**src/rtl/nwte_pkg.sv**
```systemverilog
// Shared types, constants and helpers for the NoC window TLB encoder.
// No dependencies; every RTL file in rtl/ imports this package.
package nwte_pkg;

	// Window layout
	localparam int unsigned SMALL_WINDOWS    = 156;
	localparam int unsigned MEDIUM_WINDOWS   = 10;
	localparam int unsigned LARGE_WINDOWS    = 20;
	localparam int unsigned NET_ADDRESS_BITS = 36;

	localparam int unsigned SHIFT_SMALL  = 20;
	localparam int unsigned SHIFT_MEDIUM = 21;
	localparam int unsigned SHIFT_LARGE  = 24;

	// Field widths
	localparam int unsigned IDX_W     = 8;
	localparam int unsigned ADDR_W    = 64;
	localparam int unsigned COORD_W   = 6;
	localparam int unsigned ROUTE_W   = 29;
	localparam int unsigned STATUS_W  = 2;
	localparam int unsigned WORD_W    = 45;
	localparam int unsigned REGOFF_W  = 11;
	localparam int unsigned BYTES_W   = 25;
	localparam int unsigned APER_W    = 29;
	localparam int unsigned SHIFT_W   = 5;
	localparam int unsigned BOUND_W   = 10;
	localparam int unsigned IN_DATA_W  = 104;
	localparam int unsigned OUT_DATA_W = 112;

	// Index range ends, two bits wider than the sums can reach
	localparam logic [BOUND_W-1:0] S_END = BOUND_W'(SMALL_WINDOWS);
	localparam logic [BOUND_W-1:0] M_END = BOUND_W'(SMALL_WINDOWS + MEDIUM_WINDOWS);
	localparam logic [BOUND_W-1:0] L_END =
		BOUND_W'(SMALL_WINDOWS + MEDIUM_WINDOWS + LARGE_WINDOWS);

	// Aperture bases of each window kind
	localparam logic [63:0] MEDIUM_BASE_FULL = 64'(SMALL_WINDOWS) << SHIFT_SMALL;
	localparam logic [63:0] LARGE_BASE_FULL  =
		MEDIUM_BASE_FULL + (64'(MEDIUM_WINDOWS) << SHIFT_MEDIUM);
	localparam logic [APER_W-1:0] MEDIUM_BASE = MEDIUM_BASE_FULL[APER_W-1:0];
	localparam logic [APER_W-1:0] LARGE_BASE  = LARGE_BASE_FULL[APER_W-1:0];

	typedef enum logic [1:0] {
		KIND_SMALL,
		KIND_MEDIUM,
		KIND_LARGE,
		KIND_INVALID
	} kind_t;

	typedef enum logic [STATUS_W-1:0] {
		STATUS_OK         = 2'd0,
		STATUS_BAD_INDEX  = 2'd1,
		STATUS_MISALIGNED = 2'd2,
		STATUS_TOO_WIDE   = 2'd3
	} status_t;

	// Request as taken from the input stream
	typedef struct packed {
		logic [IDX_W-1:0]   window_index;
		logic [ADDR_W-1:0]  target_address;
		logic [COORD_W-1:0] x_last;
		logic [COORD_W-1:0] y_last;
		logic [COORD_W-1:0] x_first;
		logic [COORD_W-1:0] y_first;
		logic               network_select;
		logic               multicast;
		logic [1:0]         ordering_mode;
		logic               linked;
	} req_t;

	// After index decode
	typedef struct packed {
		kind_t              kind;
		logic [IDX_W-1:0]   idx;
		logic [IDX_W-1:0]   local_idx;
		logic [ADDR_W-1:0]  addr;
		logic [ROUTE_W-1:0] routing;
	} dec_t;

	// After checks
	typedef struct packed {
		status_t                     status;
		kind_t                       kind;
		logic [NET_ADDRESS_BITS-1:0] page;
		logic [ROUTE_W-1:0]          routing;
		logic [REGOFF_W-1:0]         register_offset;
		logic [BYTES_W-1:0]          window_bytes;
		logic [APER_W-1:0]           aperture_offset;
	} chk_t;

	// Result item
	typedef struct packed {
		status_t             status;
		logic [WORD_W-1:0]   window_word;
		logic [REGOFF_W-1:0] register_offset;
		logic [BYTES_W-1:0]  window_bytes;
		logic [APER_W-1:0]   aperture_offset;
	} res_t;

	// log2 of the window size of a kind
	function automatic logic [SHIFT_W-1:0] kind_shift(kind_t kind);
		logic [SHIFT_W-1:0] s;
		unique case (kind)
			KIND_MEDIUM: s = SHIFT_W'(SHIFT_MEDIUM);
			KIND_LARGE:  s = SHIFT_W'(SHIFT_LARGE);
			default:     s = SHIFT_W'(SHIFT_SMALL);
		endcase
		return s;
	endfunction

	// Aperture byte offset of the first window of a kind
	function automatic logic [APER_W-1:0] kind_base(kind_t kind);
		logic [APER_W-1:0] b;
		unique case (kind)
			KIND_MEDIUM: b = MEDIUM_BASE;
			KIND_LARGE:  b = LARGE_BASE;
			default:     b = '0;
		endcase
		return b;
	endfunction

endpackage

```
**src/rtl/nwte_decode.sv**
```systemverilog
// Stage 1: window index decode into kind and index within the kind.
// Depends on nwte_pkg.
module nwte_decode
	import nwte_pkg::*;
(
	input  logic clk,
	input  logic arst_n,
	input  logic en,
	input  logic in_valid,
	input  req_t req,
	output logic valid_s1,
	output dec_t dec_s1
);

	logic [BOUND_W-1:0] idx_w;
	logic [BOUND_W-1:0] first;
	kind_t              kind;

	// Range decode, lowest range wins
	always_comb begin
		idx_w = BOUND_W'(req.window_index);
		priority if (idx_w < S_END) begin
			kind  = KIND_SMALL;
			first = '0;
		end else if (idx_w < M_END) begin
			kind  = KIND_MEDIUM;
			first = S_END;
		end else if (idx_w < L_END) begin
			kind  = KIND_LARGE;
			first = M_END;
		end else begin
			kind  = KIND_INVALID;
			first = '0;
		end
	end

	always_ff @(posedge clk or negedge arst_n) begin
		if (!arst_n) begin
			valid_s1 <= 1'b0;
		end else if (en) begin
			valid_s1 <= in_valid;
		end
	end

	always_ff @(posedge clk) begin
		if (en && in_valid) begin
			dec_s1.kind      <= kind;
			dec_s1.idx       <= req.window_index;
			dec_s1.local_idx <= IDX_W'(idx_w - first);
			dec_s1.addr      <= req.target_address;
			dec_s1.routing   <= {req.linked, req.ordering_mode, req.multicast,
				req.network_select, req.y_first, req.x_first, req.y_last, req.x_last};
		end
	end

endmodule

```
**src/rtl/nwte_check.sv**
```systemverilog
// Stage 2: alignment and width checks, size, register and aperture offsets.
// Depends on nwte_pkg.
module nwte_check
	import nwte_pkg::*;
(
	input  logic clk,
	input  logic arst_n,
	input  logic en,
	input  logic in_valid,
	input  dec_t dec,
	output logic valid_s2,
	output chk_t chk_s2
);

	logic [SHIFT_W-1:0] shift;
	logic [63:0]        size;
	logic               misaligned;
	logic               too_wide;
	status_t            status;
	logic [31:0]        local_bytes;

	always_comb begin
		shift       = kind_shift(dec.kind);
		size        = 64'd1 << shift;
		misaligned  = (dec.addr & (size - 64'd1)) != 64'd0;
		too_wide    = dec.addr[ADDR_W-1:NET_ADDRESS_BITS] != '0;
		local_bytes = 32'(dec.local_idx) << shift;
	end

	// Check order: index, then alignment, then width
	always_comb begin
		priority if (dec.kind == KIND_INVALID) begin
			status = STATUS_BAD_INDEX;
		end else if (misaligned) begin
			status = STATUS_MISALIGNED;
		end else if (too_wide) begin
			status = STATUS_TOO_WIDE;
		end else begin
			status = STATUS_OK;
		end
	end

	always_ff @(posedge clk or negedge arst_n) begin
		if (!arst_n) begin
			valid_s2 <= 1'b0;
		end else if (en) begin
			valid_s2 <= in_valid;
		end
	end

	// Everything but status, kind and routing is cleared on error
	always_ff @(posedge clk) begin
		if (en && in_valid) begin
			chk_s2.status  <= status;
			chk_s2.kind    <= dec.kind;
			chk_s2.routing <= dec.routing;
			if (status == STATUS_OK) begin
				chk_s2.page            <= dec.addr[NET_ADDRESS_BITS-1:0] >> shift;
				chk_s2.register_offset <= REGOFF_W'({dec.idx, 3'b000});
				chk_s2.window_bytes    <= size[BYTES_W-1:0];
				chk_s2.aperture_offset <= kind_base(dec.kind) + local_bytes[APER_W-1:0];
			end else begin
				chk_s2.page            <= '0;
				chk_s2.register_offset <= '0;
				chk_s2.window_bytes    <= '0;
				chk_s2.aperture_offset <= '0;
			end
		end
	end

endmodule

```
**src/rtl/nwte_pack.sv**
```systemverilog
// Stage 3: packs the window word, routing bits above the page number.
// Depends on nwte_pkg; its register is the output register of the block.
module nwte_pack
	import nwte_pkg::*;
(
	input  logic clk,
	input  logic arst_n,
	input  logic en,
	input  logic in_valid,
	input  chk_t chk,
	output logic valid_s3,
	output res_t res_s3
);

	logic [5:0]  route_pos;
	logic [63:0] word;

	// Routing starts where the page number of this window size ends
	always_comb begin
		route_pos = 6'(NET_ADDRESS_BITS) - 6'(kind_shift(chk.kind));
		word      = 64'(chk.page) | (64'(chk.routing) << route_pos);
	end

	always_ff @(posedge clk or negedge arst_n) begin
		if (!arst_n) begin
			valid_s3 <= 1'b0;
		end else if (en) begin
			valid_s3 <= in_valid;
		end
	end

	always_ff @(posedge clk) begin
		if (en && in_valid) begin
			res_s3.status          <= chk.status;
			res_s3.window_word     <= (chk.status == STATUS_OK) ? word[WORD_W-1:0] : '0;
			res_s3.register_offset <= chk.register_offset;
			res_s3.window_bytes    <= chk.window_bytes;
			res_s3.aperture_offset <= chk.aperture_offset;
		end
	end

endmodule

```
**src/rtl/noc_window_tlb_encoder.sv**
```systemverilog
// Top level of the NoC window TLB encoder: stream ports and stage control.
// Depends on nwte_pkg, nwte_decode, nwte_check and nwte_pack.
//
// Each request transfer programs one translation window and yields exactly one
// result transfer, in order, after passing the decode, check and pack stage
// registers. The block is a three-stage pipeline (index decode, checks and
// offsets, word packing) and takes one request every cycle while the output
// is not stalled; a stage moves on whenever the stage after it is empty or
// moving, so a stalled output fills the pipeline and then drops s_axis_tready
// without losing an item. The third stage register drives the output directly.
// Windows 0-155 are 1 MiB, 156-165 2 MiB and 166-185 16 MiB; other indices
// return a bad index status. On any error every result field other than
// status is zero. There is no state to initialise and no configuration.
module noc_window_tlb_encoder
	import nwte_pkg::*;
(
	input  logic                  clk,
	input  logic                  arst_n,
	input  logic                  s_axis_tvalid,
	output logic                  s_axis_tready,
	// window_index[7:0], target_address[71:8], x_last[77:72], y_last[83:78],
	// x_first[89:84], y_first[95:90], network_select[96], multicast[97],
	// ordering_mode[99:98], linked[100], zero[103:101]
	input  logic [IN_DATA_W-1:0]  s_axis_tdata,
	output logic                  m_axis_tvalid,
	input  logic                  m_axis_tready,
	// status[1:0], window_word[46:2], register_offset[57:47],
	// window_bytes[82:58], aperture_offset[111:83]
	output logic [OUT_DATA_W-1:0] m_axis_tdata
);

	req_t req;
	dec_t dec_s1;
	chk_t chk_s2;
	res_t res_s3;
	logic valid_s1, valid_s2, valid_s3;
	logic adv1, adv2, adv3;

	// Unpack request
	always_comb begin
		req.window_index   = s_axis_tdata[7:0];
		req.target_address = s_axis_tdata[71:8];
		req.x_last         = s_axis_tdata[77:72];
		req.y_last         = s_axis_tdata[83:78];
		req.x_first        = s_axis_tdata[89:84];
		req.y_first        = s_axis_tdata[95:90];
		req.network_select = s_axis_tdata[96];
		req.multicast      = s_axis_tdata[97];
		req.ordering_mode  = s_axis_tdata[99:98];
		req.linked         = s_axis_tdata[100];
	end

	// Stage enables: a stage loads when it is empty or its content moves on
	assign adv3 = !valid_s3 || m_axis_tready;
	assign adv2 = !valid_s2 || adv3;
	assign adv1 = !valid_s1 || adv2;
	assign s_axis_tready = adv1;

	nwte_decode u_decode (
		.clk      (clk),
		.arst_n   (arst_n),
		.en       (adv1),
		.in_valid (s_axis_tvalid),
		.req      (req),
		.valid_s1 (valid_s1),
		.dec_s1   (dec_s1)
	);

	nwte_check u_check (
		.clk      (clk),
		.arst_n   (arst_n),
		.en       (adv2),
		.in_valid (valid_s1),
		.dec      (dec_s1),
		.valid_s2 (valid_s2),
		.chk_s2   (chk_s2)
	);

	nwte_pack u_pack (
		.clk      (clk),
		.arst_n   (arst_n),
		.en       (adv3),
		.in_valid (valid_s2),
		.chk      (chk_s2),
		.valid_s3 (valid_s3),
		.res_s3   (res_s3)
	);

	// Pack result
	assign m_axis_tvalid = valid_s3;
	assign m_axis_tdata  = {res_s3.aperture_offset, res_s3.window_bytes,
		res_s3.register_offset, res_s3.window_word, res_s3.status};

endmodule

```
**config.mk**
```make
export PLATFORM = sky130hd
export DESIGN_NAME = noc_window_tlb_encoder
export DESIGN_NICKNAME = d
export VERILOG_FILES = /design/src/rtl/nwte_pkg.sv /design/src/rtl/nwte_decode.sv /design/src/rtl/nwte_check.sv /design/src/rtl/nwte_pack.sv /design/src/rtl/noc_window_tlb_encoder.sv
export SDC_FILE = /design/constraint.sdc
export NUM_CORES = 1
export LEC_CHECK = 0
export BUFFER_PORTS_ARGS = -buffer_cell sky130_fd_sc_hd__buf_2
export CORE_AREA = 2 2 150 152
export CTS_CLUSTER_DIAMETER = 120
export DETAILED_ROUTE_END_ITERATION = 8
export DIE_AREA = 0 0 152 154
export GPL_ROUTABILITY_DRIVEN = 1
export PLACE_DENSITY = 0.73
export SLEW_MARGIN = 20
export SYNTH_ARGS = -nofsm -noshare
export SYNTH_HDL_FRONTEND = slang
export SYNTH_SLANG_ARGS = --single-unit
export TNS_END_PERCENT = 5
```
**constraint.sdc**
```tcl
create_clock -name clk -period 6.6 [get_ports clk]
set_input_delay 0.33 -clock clk [delete_from_list [all_inputs] [get_ports clk]]
set_output_delay 0.33 -clock clk [all_outputs]
set_load 0.005 [all_outputs]
```
# After elaboration in Yosys (flattened, before gate mapping)
# Index checks and enable logic that the tools add are counted.
# op_classes
add_sub_neg,4
magnitude_cmp,3
shift,4
n_mux,13
n_reduce_logical,14
bitwise,2
eq_ne,5
# ops
cell,n
bitwise AND 64 bit,1
nonzero test 64 bit,1
left shift 1 x 5 -> 64 bit (first input constant),1
subtractor 64 x 1 -> 64 bit (second input constant),1
2-to-1 mux 29 bit,2
case mux 28 bit (2 select lines),1
bitwise OR 36 x 45 -> 45 bit,1
left shift 29 x 6 -> 45 bit,1
>> shifter 36 x 5 -> 36 bit,1
adder 29 bit,1
left shift 8 x 5 -> 29 bit,1
nonzero test 28 bit,1
< comparator 8 bit (second input constant),3
2-to-1 mux 8 bit,3
case mux 4 bit (2 select lines),2
subtractor 8 bit,1
== test 2 bit (second input constant),3
2-to-1 mux 2 bit,3
subtractor 6 x 5 -> 6 bit (first input constant),1
== test 2 x 1 -> 1 bit (second input constant),2
logical NOT 2 bit,2
logical AND 1 bit,3
logical NOT 1 bit,3
logical OR 1 bit,3
other kinds (2),3
# totals
ff_bits,360

# Logic depth before layout (Yosys ltp)
# Gate-level depths: netlist of run 1.
# logic_depth
depth_word,12
mapped_depth,14

# By module
# From an unflattened synthesis of run 1, not the netlist that was laid out.
# hier_totals
cells_unflattened,766
area_unflattened_um2,12557.0
# by_module_without_submodules
mod,cells_each,area_each_um2,seq_area_each_um2,instances
nwte_pack,298,4662.0,3388.2,1
nwte_check,305,4167.7,2397.3,1
nwte_decode,160,3704.8,3328.2,1
noc_window_tlb_encoder,3,22.5,0.0,1

# Least setup slack after synthesis of run 1
# Ideal clock, no wire load.
# synth_timing
path_kind,reg2reg
start,register u_pack.valid_s3
end,"register, netlist name u_decode.dec_s1[0]"
setup_slack_ps,2897
path_stages_with_launch,4
period_less_slack_ps,3703
path_buffers,0
required_ps,6118
arrival_time_ps,3221
cell_sequence,dfrtp_1 -> nor2b_1 -> nand3_1 -> and2_1
# synth_via
elab_chain_cells,5
# synth_rtl
item,line,rtl
start: declaration,nwte_pack.sv:11,"output logic valid_s3,"
start signal: assignment,nwte_pack.sv:28,valid_s3 <= in_valid;
logical NOT 1 bit,noc_window_tlb_encoder.sv:54,assign adv3 = !valid_s3 || m_axis_tready;
logical OR 1 bit,noc_window_tlb_encoder.sv:54,
logical OR 1 bit,noc_window_tlb_encoder.sv:55,assign adv2 = !valid_s2 || adv3;
logical OR 1 bit,noc_window_tlb_encoder.sv:56,assign adv1 = !valid_s1 || adv2;
net s_axis_tready,noc_window_tlb_encoder.sv:20,"output logic s_axis_tready,"
logical AND 1 bit,nwte_decode.sv:46,if (en && in_valid) begin
# The timed path passes the listed nets, and every way through them passes these cells.
# A chain may end at the register's enable or synchronous reset.

# Final worst setup path of run 1
# layout_timing
start,"register, netlist name u_decode.dec_s1[110]"
end,"register, netlist name u_check.chk_s2[109]"
# layout_via
elab_chain_cells,9
word_cells_on_any_way,12
cone_classes,add/sub (1); eq/ne (3); shift (2); mux (3); bitwise (1); reduce/logical (2)
# layout_rtl
item,line,rtl
== test 2 bit or == test 2 x 1 -> 1 bit (tied branches),nwte_pkg.sv:103,unique case (kind)
case mux 4 bit (2 select lines),nwte_pkg.sv:103,
left shift 1 x 5 -> 64 bit,nwte_check.sv:24,size = 64'd1 << shift;
subtractor 64 x 1 -> 64 bit,nwte_check.sv:25,misaligned = (dec.addr & (size - 64'd1)) != 64'd0;
bitwise AND 64 bit,nwte_check.sv:25,
nonzero test 64 bit,nwte_check.sv:25,
2-to-1 mux 2 bit,nwte_check.sv:34,end else if (misaligned) begin
2-to-1 mux 2 bit,nwte_check.sv:32,priority if (dec.kind == KIND_INVALID) begin
logical NOT 2 bit,nwte_check.sv:57,if (status == STATUS_OK) begin
# Parallel ways exist; a longest one is shown, timed or not.

==> flow_metrics.env, run 1 <==
export IMPL_cts_setup_buffers=0
export IMPL_grt_pass1_wl_um=33400
export IMPL_min_period_ns=3.65
export IMPL_tritoncts="done"
export IMPL_clkSinkCount=265
export IMPL_diodes=0
export IMPL_met1_usage_pct=24.2
export IMPL_routed_via_count=6233
export IMPL_num_rows=54
export IMPL_synth_avg_cell_area_um2=16.5
export IMPL_totalWireLength_um=20600
export IMPL_slew_headroom_pct=30.1
export IMPL_numCtsBuffers=26
export IMPL_io_buffers=179
export IMPL_ff2ff_setup_slack_ns=2.95
export IMPL_synth_area_leaders="edfxtp_1 (73%), mux4_2 (3.3%), buf_4 (2.7%)"
export IMPL_rr_startpoint="u_decode.dec_s1[110]"
export IMPL_h_tree_depth=1
export IMPL_tightest_slew_ns=1.05
export IMPL_critical_path_class="reg2reg"
export IMPL_synthesis_area_um2=10800
export IMPL_crit_required_ns=6.94
export IMPL_setup_viol=0
export IMPL_grt_busiest_layer="met2"
export IMPL_gp_congestion=0.774
export IMPL_rsz0062_at_grt="no"
export IMPL_wl_per_cell_um=16.6
export IMPL_start_util_pct=49.6
export IMPL_grt_start_max_net_pins=82
export IMPL_fmax_ghz=0.274
export IMPL_synth_yosys_seq_area_share_pct=73.8
export IMPL_syn_instance_count=654
export IMPL_drtAntennaViolNets=0
export IMPL_final_util_pct=63.2
export IMPL_worst_setup_path_end_kind="register"
export IMPL_use_met2_pct=28.9
export IMPL_drv_cap=0
export IMPL_yosysTopAreaCell="edfxtp_1"
export IMPL_hpwl_um=12900
export IMPL_ios=222
export IMPL_use_met3_pct=3.30
export IMPL_nNetsFinal=1070
export IMPL_cts_clk_slew_worst_paths_ns=0.06
export IMPL_clockRootBuffer="clkbuf_16"
export IMPL_cp_max_fo=36
export IMPL_drc_errors=0
export IMPL_hold_violations=0
export IMPL_drv_slew=0
export IMPL_synth_top_area_share_pct=73.1
export IMPL_grt_pass1_vias=6384
export IMPL_status="complete, no violations"
export IMPL_avgViaCountPerCell=5.01
export IMPL_yosysUniqueCellTypes=53
export IMPL_die_w_um=152
export IMPL_ys_warnings_count=0
export IMPL_p_leak_nw=5.27
export IMPL_fill_cells=1566
export IMPL_die_y_um=154
export IMPL_multi_input_area_um2=2530
export IMPL_die_area_um2=23400
export IMPL_core_area_um2=21700
export IMPL_ir_drop_uv=240
export IMPL_area_sequential_um2=7940
export IMPL_antenna_found_initial=0
export IMPL_firstDrtPassIters=6
export IMPL_grt_overflow=0
export IMPL_cp_arrival_ns=4.00
export IMPL_synth_seq_cells=265
export IMPL_ys_flop_type="edfxtp_1"
export IMPL_async_flop_share_pct=1.13
export IMPL_grt_usage_pct=17.7
export IMPL_fin_skew_ns=0.0252
export IMPL_critical_path_startpoint="u_decode.dec_s1[110]"
export IMPL_crit_path_start_kind="register"
export IMPL_hp_start="s_axis_tdata[73]"
export IMPL_finalCritPeriodShare_pct=55.4
export IMPL_drt_iter0_drc=293
export IMPL_fin_cells=1244
export IMPL_dp_cells=1102
export IMPL_clockBufferDepth=3
export IMPL_drive_gt1_share_pct=26.8
export IMPL_hold_path_class="in2reg"
export IMPL_area_growth_pct=27.4
export IMPL_synth_edff_count=262
export IMPL_fin_setup_tns_ns=0
export IMPL_powerDensity_nw_per_um2=298
export IMPL_insertion_delay_ns=0.52
timing repair:
item	in CTS	in global routing
hold buffers	94	0
hold endpoints to repair	96	0
resized for setup	0	0
path summary, 6_finish.rpt:
kind / cells past startpoint / end
max: 9 / u_check.chk_s2[109]
min: 1 / u_decode.dec_s1[1]
max reg2reg: 9 / u_check.chk_s2[109]
min reg2reg: 0 / u_check.chk_s2[66]
max in group asynchronous: 2 / u_check.valid_s2
min in group asynchronous: 2 / u_pack.valid_s3
where the power goes:
part	switching, W	internal [W]
logic	0.000232	0.000194
clock network	0.000601	0.000977
registers	0.0000563	0.00203
total	0.000889	0.00320
metrics by stage:
step / hold slack (ns) / power [W] / setup WS [ns] / instance area, µm²
6_report: 0.0379 / 0.00409 / 2.95 / 13700
5_1_grt: 0.0193 / 0.00424 / 2.60 / 13700
4_1_cts: 0.00988 / 0.00411 / 2.94 / 13700
3_5_place_dp: 0.133 / 0.00250 / 2.97 / 11800
3_3_place_gp: 0.128 / 0.00248 / 3.07 / 11800
2_1_floorplan: 0.0344 / 0.00237 / 2.90 / 10900
synthesized netlist by cell type, types with 5 or more instances:
cell type	number
edfxtp_1	262
nor2_1	52
buf_4	39
a211oi_1	34
inv_1	27
nor2b_1	25
mux2i_1	23
and2_1	21
ha_1	16
mux4_2	16
clkbuf_1	12
a21oi_1	9
nand2_1	9
nor4_1	9
buf_1	7
mux2_2	7
o21ai_0	7
nand2b_1	6
nand3_1	6
a21o_1	5
layout by cell type (no fill, tap or decap), types with 9 or more instances in the layout:
master           n
a211oi_1        34
a21oi_1          9
and2_1          18
buf_2          179
clkbuf_16       27
conb_1          49
dlygate4sd3_1   94
edfxtp_1       262
ha_1            14
inv_1           27
mux2i_1         23
mux4_2          16
nand2_1          9
nor2_1          51
nor2b_1         25
nor4_1           9
flip-flops by register name, summed over array words and instances, names as in the netlist:
register           count
u_check.chk_s2        79
u_check.valid_s2       1
u_decode.dec_s1      110
u_decode.valid_s1      1
u_pack.res_s3         73
u_pack.valid_s3        1
area by class of cell:
class | count | area share [%]
Clock buffer | 28 | 4.95
Clock inverter | 20 | 1.83
Inverter | 28 | 0.766
Multi-Input combinational cell | 347 | 18.4
Sequential cell | 265 | 57.9
Tap cell | 280 | 2.55
Timing Repair Buffer | 276 | 13.6
critical path: stages (launching register included):
cell and delay [ns]:
edfxtp_1 0.48, inv_1 0.12, ha_2 0.78, nand2_1 0.20, ha_1 0.33, nand2b_1 0.09, o2111ai_1 0.11, nor4b_1 0.64
nand4_1 0.43, nor3b_2 0.28
routing by layer:
| layer | wire length [µm] | vias up |
|---|---|---|
| met5 | 0 | - |
| met4 | 646 | 0 |
| met3 | 1330 | 49 |
| met2 | 9720 | 251 |
| met1 | 8960 | 2948 |
| li1 | - | 2985 |
logic make-up after synthesis:
group,count (synthesis),synth area share (%)
AO/OA/AOI/OAI,76,5.07
XOR/XNOR,6,0.488
adder cells (fa/ha/maj),18,2.23
buffers and inverters,90,4.54
flip-flops,265,73.8
multiplexers,46,6.22
other,1,0.0348
AND/OR/NAND/NOR,152,7.63
Note: power is estimated with default switching activity, not from simulation.
==> run 2: changes to the inputs <==
Settings changed: ABC_AREA from default to 1.
Clock period 6.6 ns to 3.5 ns, I/O delays scaled along.
==> run 2 against run 1 <==
  * Area after synthesis shrank 0.60%
  * Hold slack gained 0.32 ns
  * Global-route usage grew 0.45 points
  * Setup slack lost 2.6 ns
  * Design area is essentially flat
  * Sequential share of layout area is essentially flat
  * Largest power group unchanged
  * Count of clock-buffer cells in the layout grew 3
  * Register-to-register slack lost 2.6 ns
  * Synthesized cell count grew 23%
  * Power grew 100%
  * Routed wire length grew 4.6%
  * Cell count grew 14%
==> flow_metrics.env, run 2 <==
export IMPL_status="complete, no violations"
export IMPL_yosysTopAreaCell="edfxtp_1"
export IMPL_synth_top_area_share_pct=73.5
export IMPL_ys_flop_type="edfxtp_1"
export IMPL_yosysMostFrequentCell="edfxtp_1"
export IMPL_finalCritPeriodShare_pct=88.9
export IMPL_routed_via_count=6665
export IMPL_crit_chain="inv_1 -> ha_1 -> inv_2 -> nand2_1 -> nand2_1 -> nand2_1 -> o21ai_0 -> ha_1 -> a21oi_1 -> nand2_1 -> nand3_1 -> nand2_1 -> nand2_1 -> xnor2_1 -> inv_1 -> nor2_1"
export IMPL_clkSinkCount=265
export IMPL_area_growth_pct=28.1
export IMPL_hold_violations=0
export IMPL_slew_headroom_pct=35.2
export IMPL_grt_usage_pct=18.2
export IMPL_fmax_ghz=0.321
export IMPL_start_util_pct=49.3
export IMPL_nNetsFinal=1241
export IMPL_slowest_delay_ns=0.51
export IMPL_ys_warnings_count=0
export IMPL_core_area_um2=21700
export IMPL_synth_common_cells="edfxtp_1 (262), nand2_1 (114), nor2_1 (99), inv_1 (95), o21ai_0 (51)"
export IMPL_largestRegisters="u_decode.dec_s1 (110), u_check.chk_s2 (79), u_pack.res_s3 (73)"
export IMPL_numCtsBuffers=27
export IMPL_antenna_found_initial=1
export IMPL_synth_yosys_seq_area_share_pct=74.2
export IMPL_hpwl_um=13500
export IMPL_ff2ff_setup_slack_ns=0.39
export IMPL_crit_required_ns=3.87
export IMPL_worst_setup_path_end_kind="register"
export IMPL_final_common_cell="edfxtp_1"
export IMPL_h_tree_depth=1
export IMPL_gp_congestion=0.847
export IMPL_drtAntennaViolNets=0
export IMPL_fin_skew_ns=0.0205
export IMPL_synth_area_leaders="edfxtp_1 (74%), nand2_1 (4.0%), nor2_1 (3.5%)"
export IMPL_cts_clk_slew_worst_paths_ns=0.06
export IMPL_setup_viol=0
export IMPL_p_int_w=0.00613
export IMPL_die_w_um=152
export IMPL_synthesis_area_um2=10700
export IMPL_final_cell_mix="edfxtp_1 (262), buf_2 (179), nand2_1 (114)"
export IMPL_critical_path_class="reg2reg"
export IMPL_num_rows=54
export IMPL_hold_path_class="in2reg"
export IMPL_synthSimpleGateAreaFrac_pct=9.29
export IMPL_slowest_stage="ha_1"
export IMPL_io_buffers=179
export IMPL_p_leak_nw=5.72
export IMPL_synth_mux_area_fraction_pct=1.31
export IMPL_power_switching_w=0.00206
export IMPL_synth_seq_cells=265
export IMPL_clockRootBuffer="clkbuf_16"
export IMPL_tightest_slew_ns=0.973
export IMPL_drc_errors=0
export IMPL_clockBufferDepth=3
export IMPL_die_y_um=154
export IMPL_largest_register_ffs=110
export IMPL_yosysUniqueCellTypes=39
export IMPL_pwr_share_seq_pct=52.1
export IMPL_drv_cap=0
export IMPL_grt_start_max_net_pins=74
export IMPL_synth_compound_area_share_pct=4.96
export IMPL_die_area_um2=23400
export IMPL_whs_ns=0.363
export IMPL_crit_path_start_kind="register"
export IMPL_grt_pass1_vias=6690
export IMPL_avgViaCountPerCell=4.71
export IMPL_min_period_ns=3.11
export IMPL_ir_drop_uv=338
export IMPL_drive_gt1_share_pct=21.0
export IMPL_drv_slew=0
export IMPL_insertion_delay_ns=0.53
export IMPL_tritoncts="done"
export IMPL_grt_overflow=0
export IMPL_critPathBufInv=3
export IMPL_totalWireLength_um=21600
export IMPL_crit_family="adder cells"
export IMPL_power_share_switching_pct=25.1
export IMPL_grt_pass1_wl_um=33900
export IMPL_wl_per_cell_um=15.3
export IMPL_async_flop_share_pct=1.13
export IMPL_synthAdderAreaFrac_pct=2.25
export IMPL_clkPwrFrac_pct=33.3
export IMPL_power_frac_comb_pct=14.6
export IMPL_total_power_w=0.00818
export IMPL_synth_avg_cell_area_um2=13.3
export IMPL_cts_setup_buffers=0
export IMPL_synth_edff_count=262
export IMPL_largest_register="u_decode.dec_s1"
export IMPL_cp_arrival_ns=3.48
export IMPL_rsz0062_at_grt="no"
export IMPL_drt_iter0_drc=459
export IMPL_syn_instance_count=807
export IMPL_fin_setup_tns_ns=0
export IMPL_synth_xor_area_share_pct=0.655
export IMPL_ios=222
export IMPL_crit_path_frequent_cell="nand2_1"
export IMPL_cp_max_fo=17
export IMPL_powerDensity_nw_per_um2=597
export IMPL_synth_top_family_by_area="simple AND/OR/NAND/NOR gates"
export IMPL_firstDrtPassIters=7
-- run 2: cell types whose count changed after synthesis, sizes merged, moves of 16 or more --
cell and change:
a211oi -35, and2 -19, inv +71, mux4 -16
nand2 +106, nand3 +16, nor2 +49, nor2b -25
o21ai +47, o22ai +18
-- run 2: timing repair --
item,in CTS,in global routing
hold buffers,105,0
hold endpoints to repair,106,0
setup endpoints to repair,0,24
gates resized for setup,0,1
-- run 2: path summary, 6_finish.rpt --
path                       cells past startpoint            startpoint             endpoint
setup reg to reg                              16  u_decode.dec_s1[110]   u_check.chk_s2[27]
setup / recovery                              16  u_decode.dec_s1[110]   u_check.chk_s2[27]
min in group asynchronous                      3                arst_n      u_pack.valid_s3
hold reg to reg                                0    u_decode.dec_s1[0]   u_check.chk_s2[65]
max in group asynchronous                      3                arst_n    u_decode.valid_s1
hold / removal                                 2      s_axis_tdata[25]  u_decode.dec_s1[46]
-- run 2: area by class of cell --
type	instances	area (µm²)
well taps	280	350
clock inverters	18	151
diodes	1	2.50
fillers	1610	7980
clock buffers	31	691
inverters	98	372
repair buffers	292	2020
multi-input cells	431	2180
flip-flops and latches	265	7940
-- run 2: cells by family (layout without fill, tap and decap cells) --
logic type	count (synthesis)	after routing
flops	265	265
simple gates	247	247
buf+inv	159	439
compound gates	95	95
fa+ha+maj	18	18
mux	14	14
xor+xnor	8	8
other cells	1	50
-- run 2: power groups by stage --
stage,combinational (W),clock (W),sequential [W]
after floorplan,0.000645,0,0.00434
after global placement,0.00107,0,0.00432
after detailed placement,0.00110,0,0.00433
after CTS,0.00120,0.00276,0.00427
after global routing,0.00134,0.00290,0.00431
final,0.00119,0.00273,0.00426
-- run 2: through the flow --
| step | utilization, % | instance area (µm²) | worst slack, ns | cells |
|---|---|---|---|---|
| 6_report | 63.2 | 13700 | 0.389 | 1416 |
| 5_1_grt | 63.2 | 13700 | 0.0339 | 1416 |
| 4_1_cts | 63.1 | 13700 | 0.190 | 1415 |
| 3_5_place_dp | 54.4 | 11800 | 0.336 | 1261 |
| 3_3_place_gp | 54.4 | 11800 | 0.484 | 1261 |
| 2_1_floorplan | - | 10900 | 0.191 | 855 |
-- run 2: layer usage --
layer / track usage [%] / vias to the layer above / part of all wire, %
met5: 0 / - / 0
met1: 23.4 / 3065 / 43
met3: 3.52 / 42 / 5.2
li1: - / 3318 / -
met2: 30.9 / 240 / 49
met4: 6.63 / 0 / 2.3
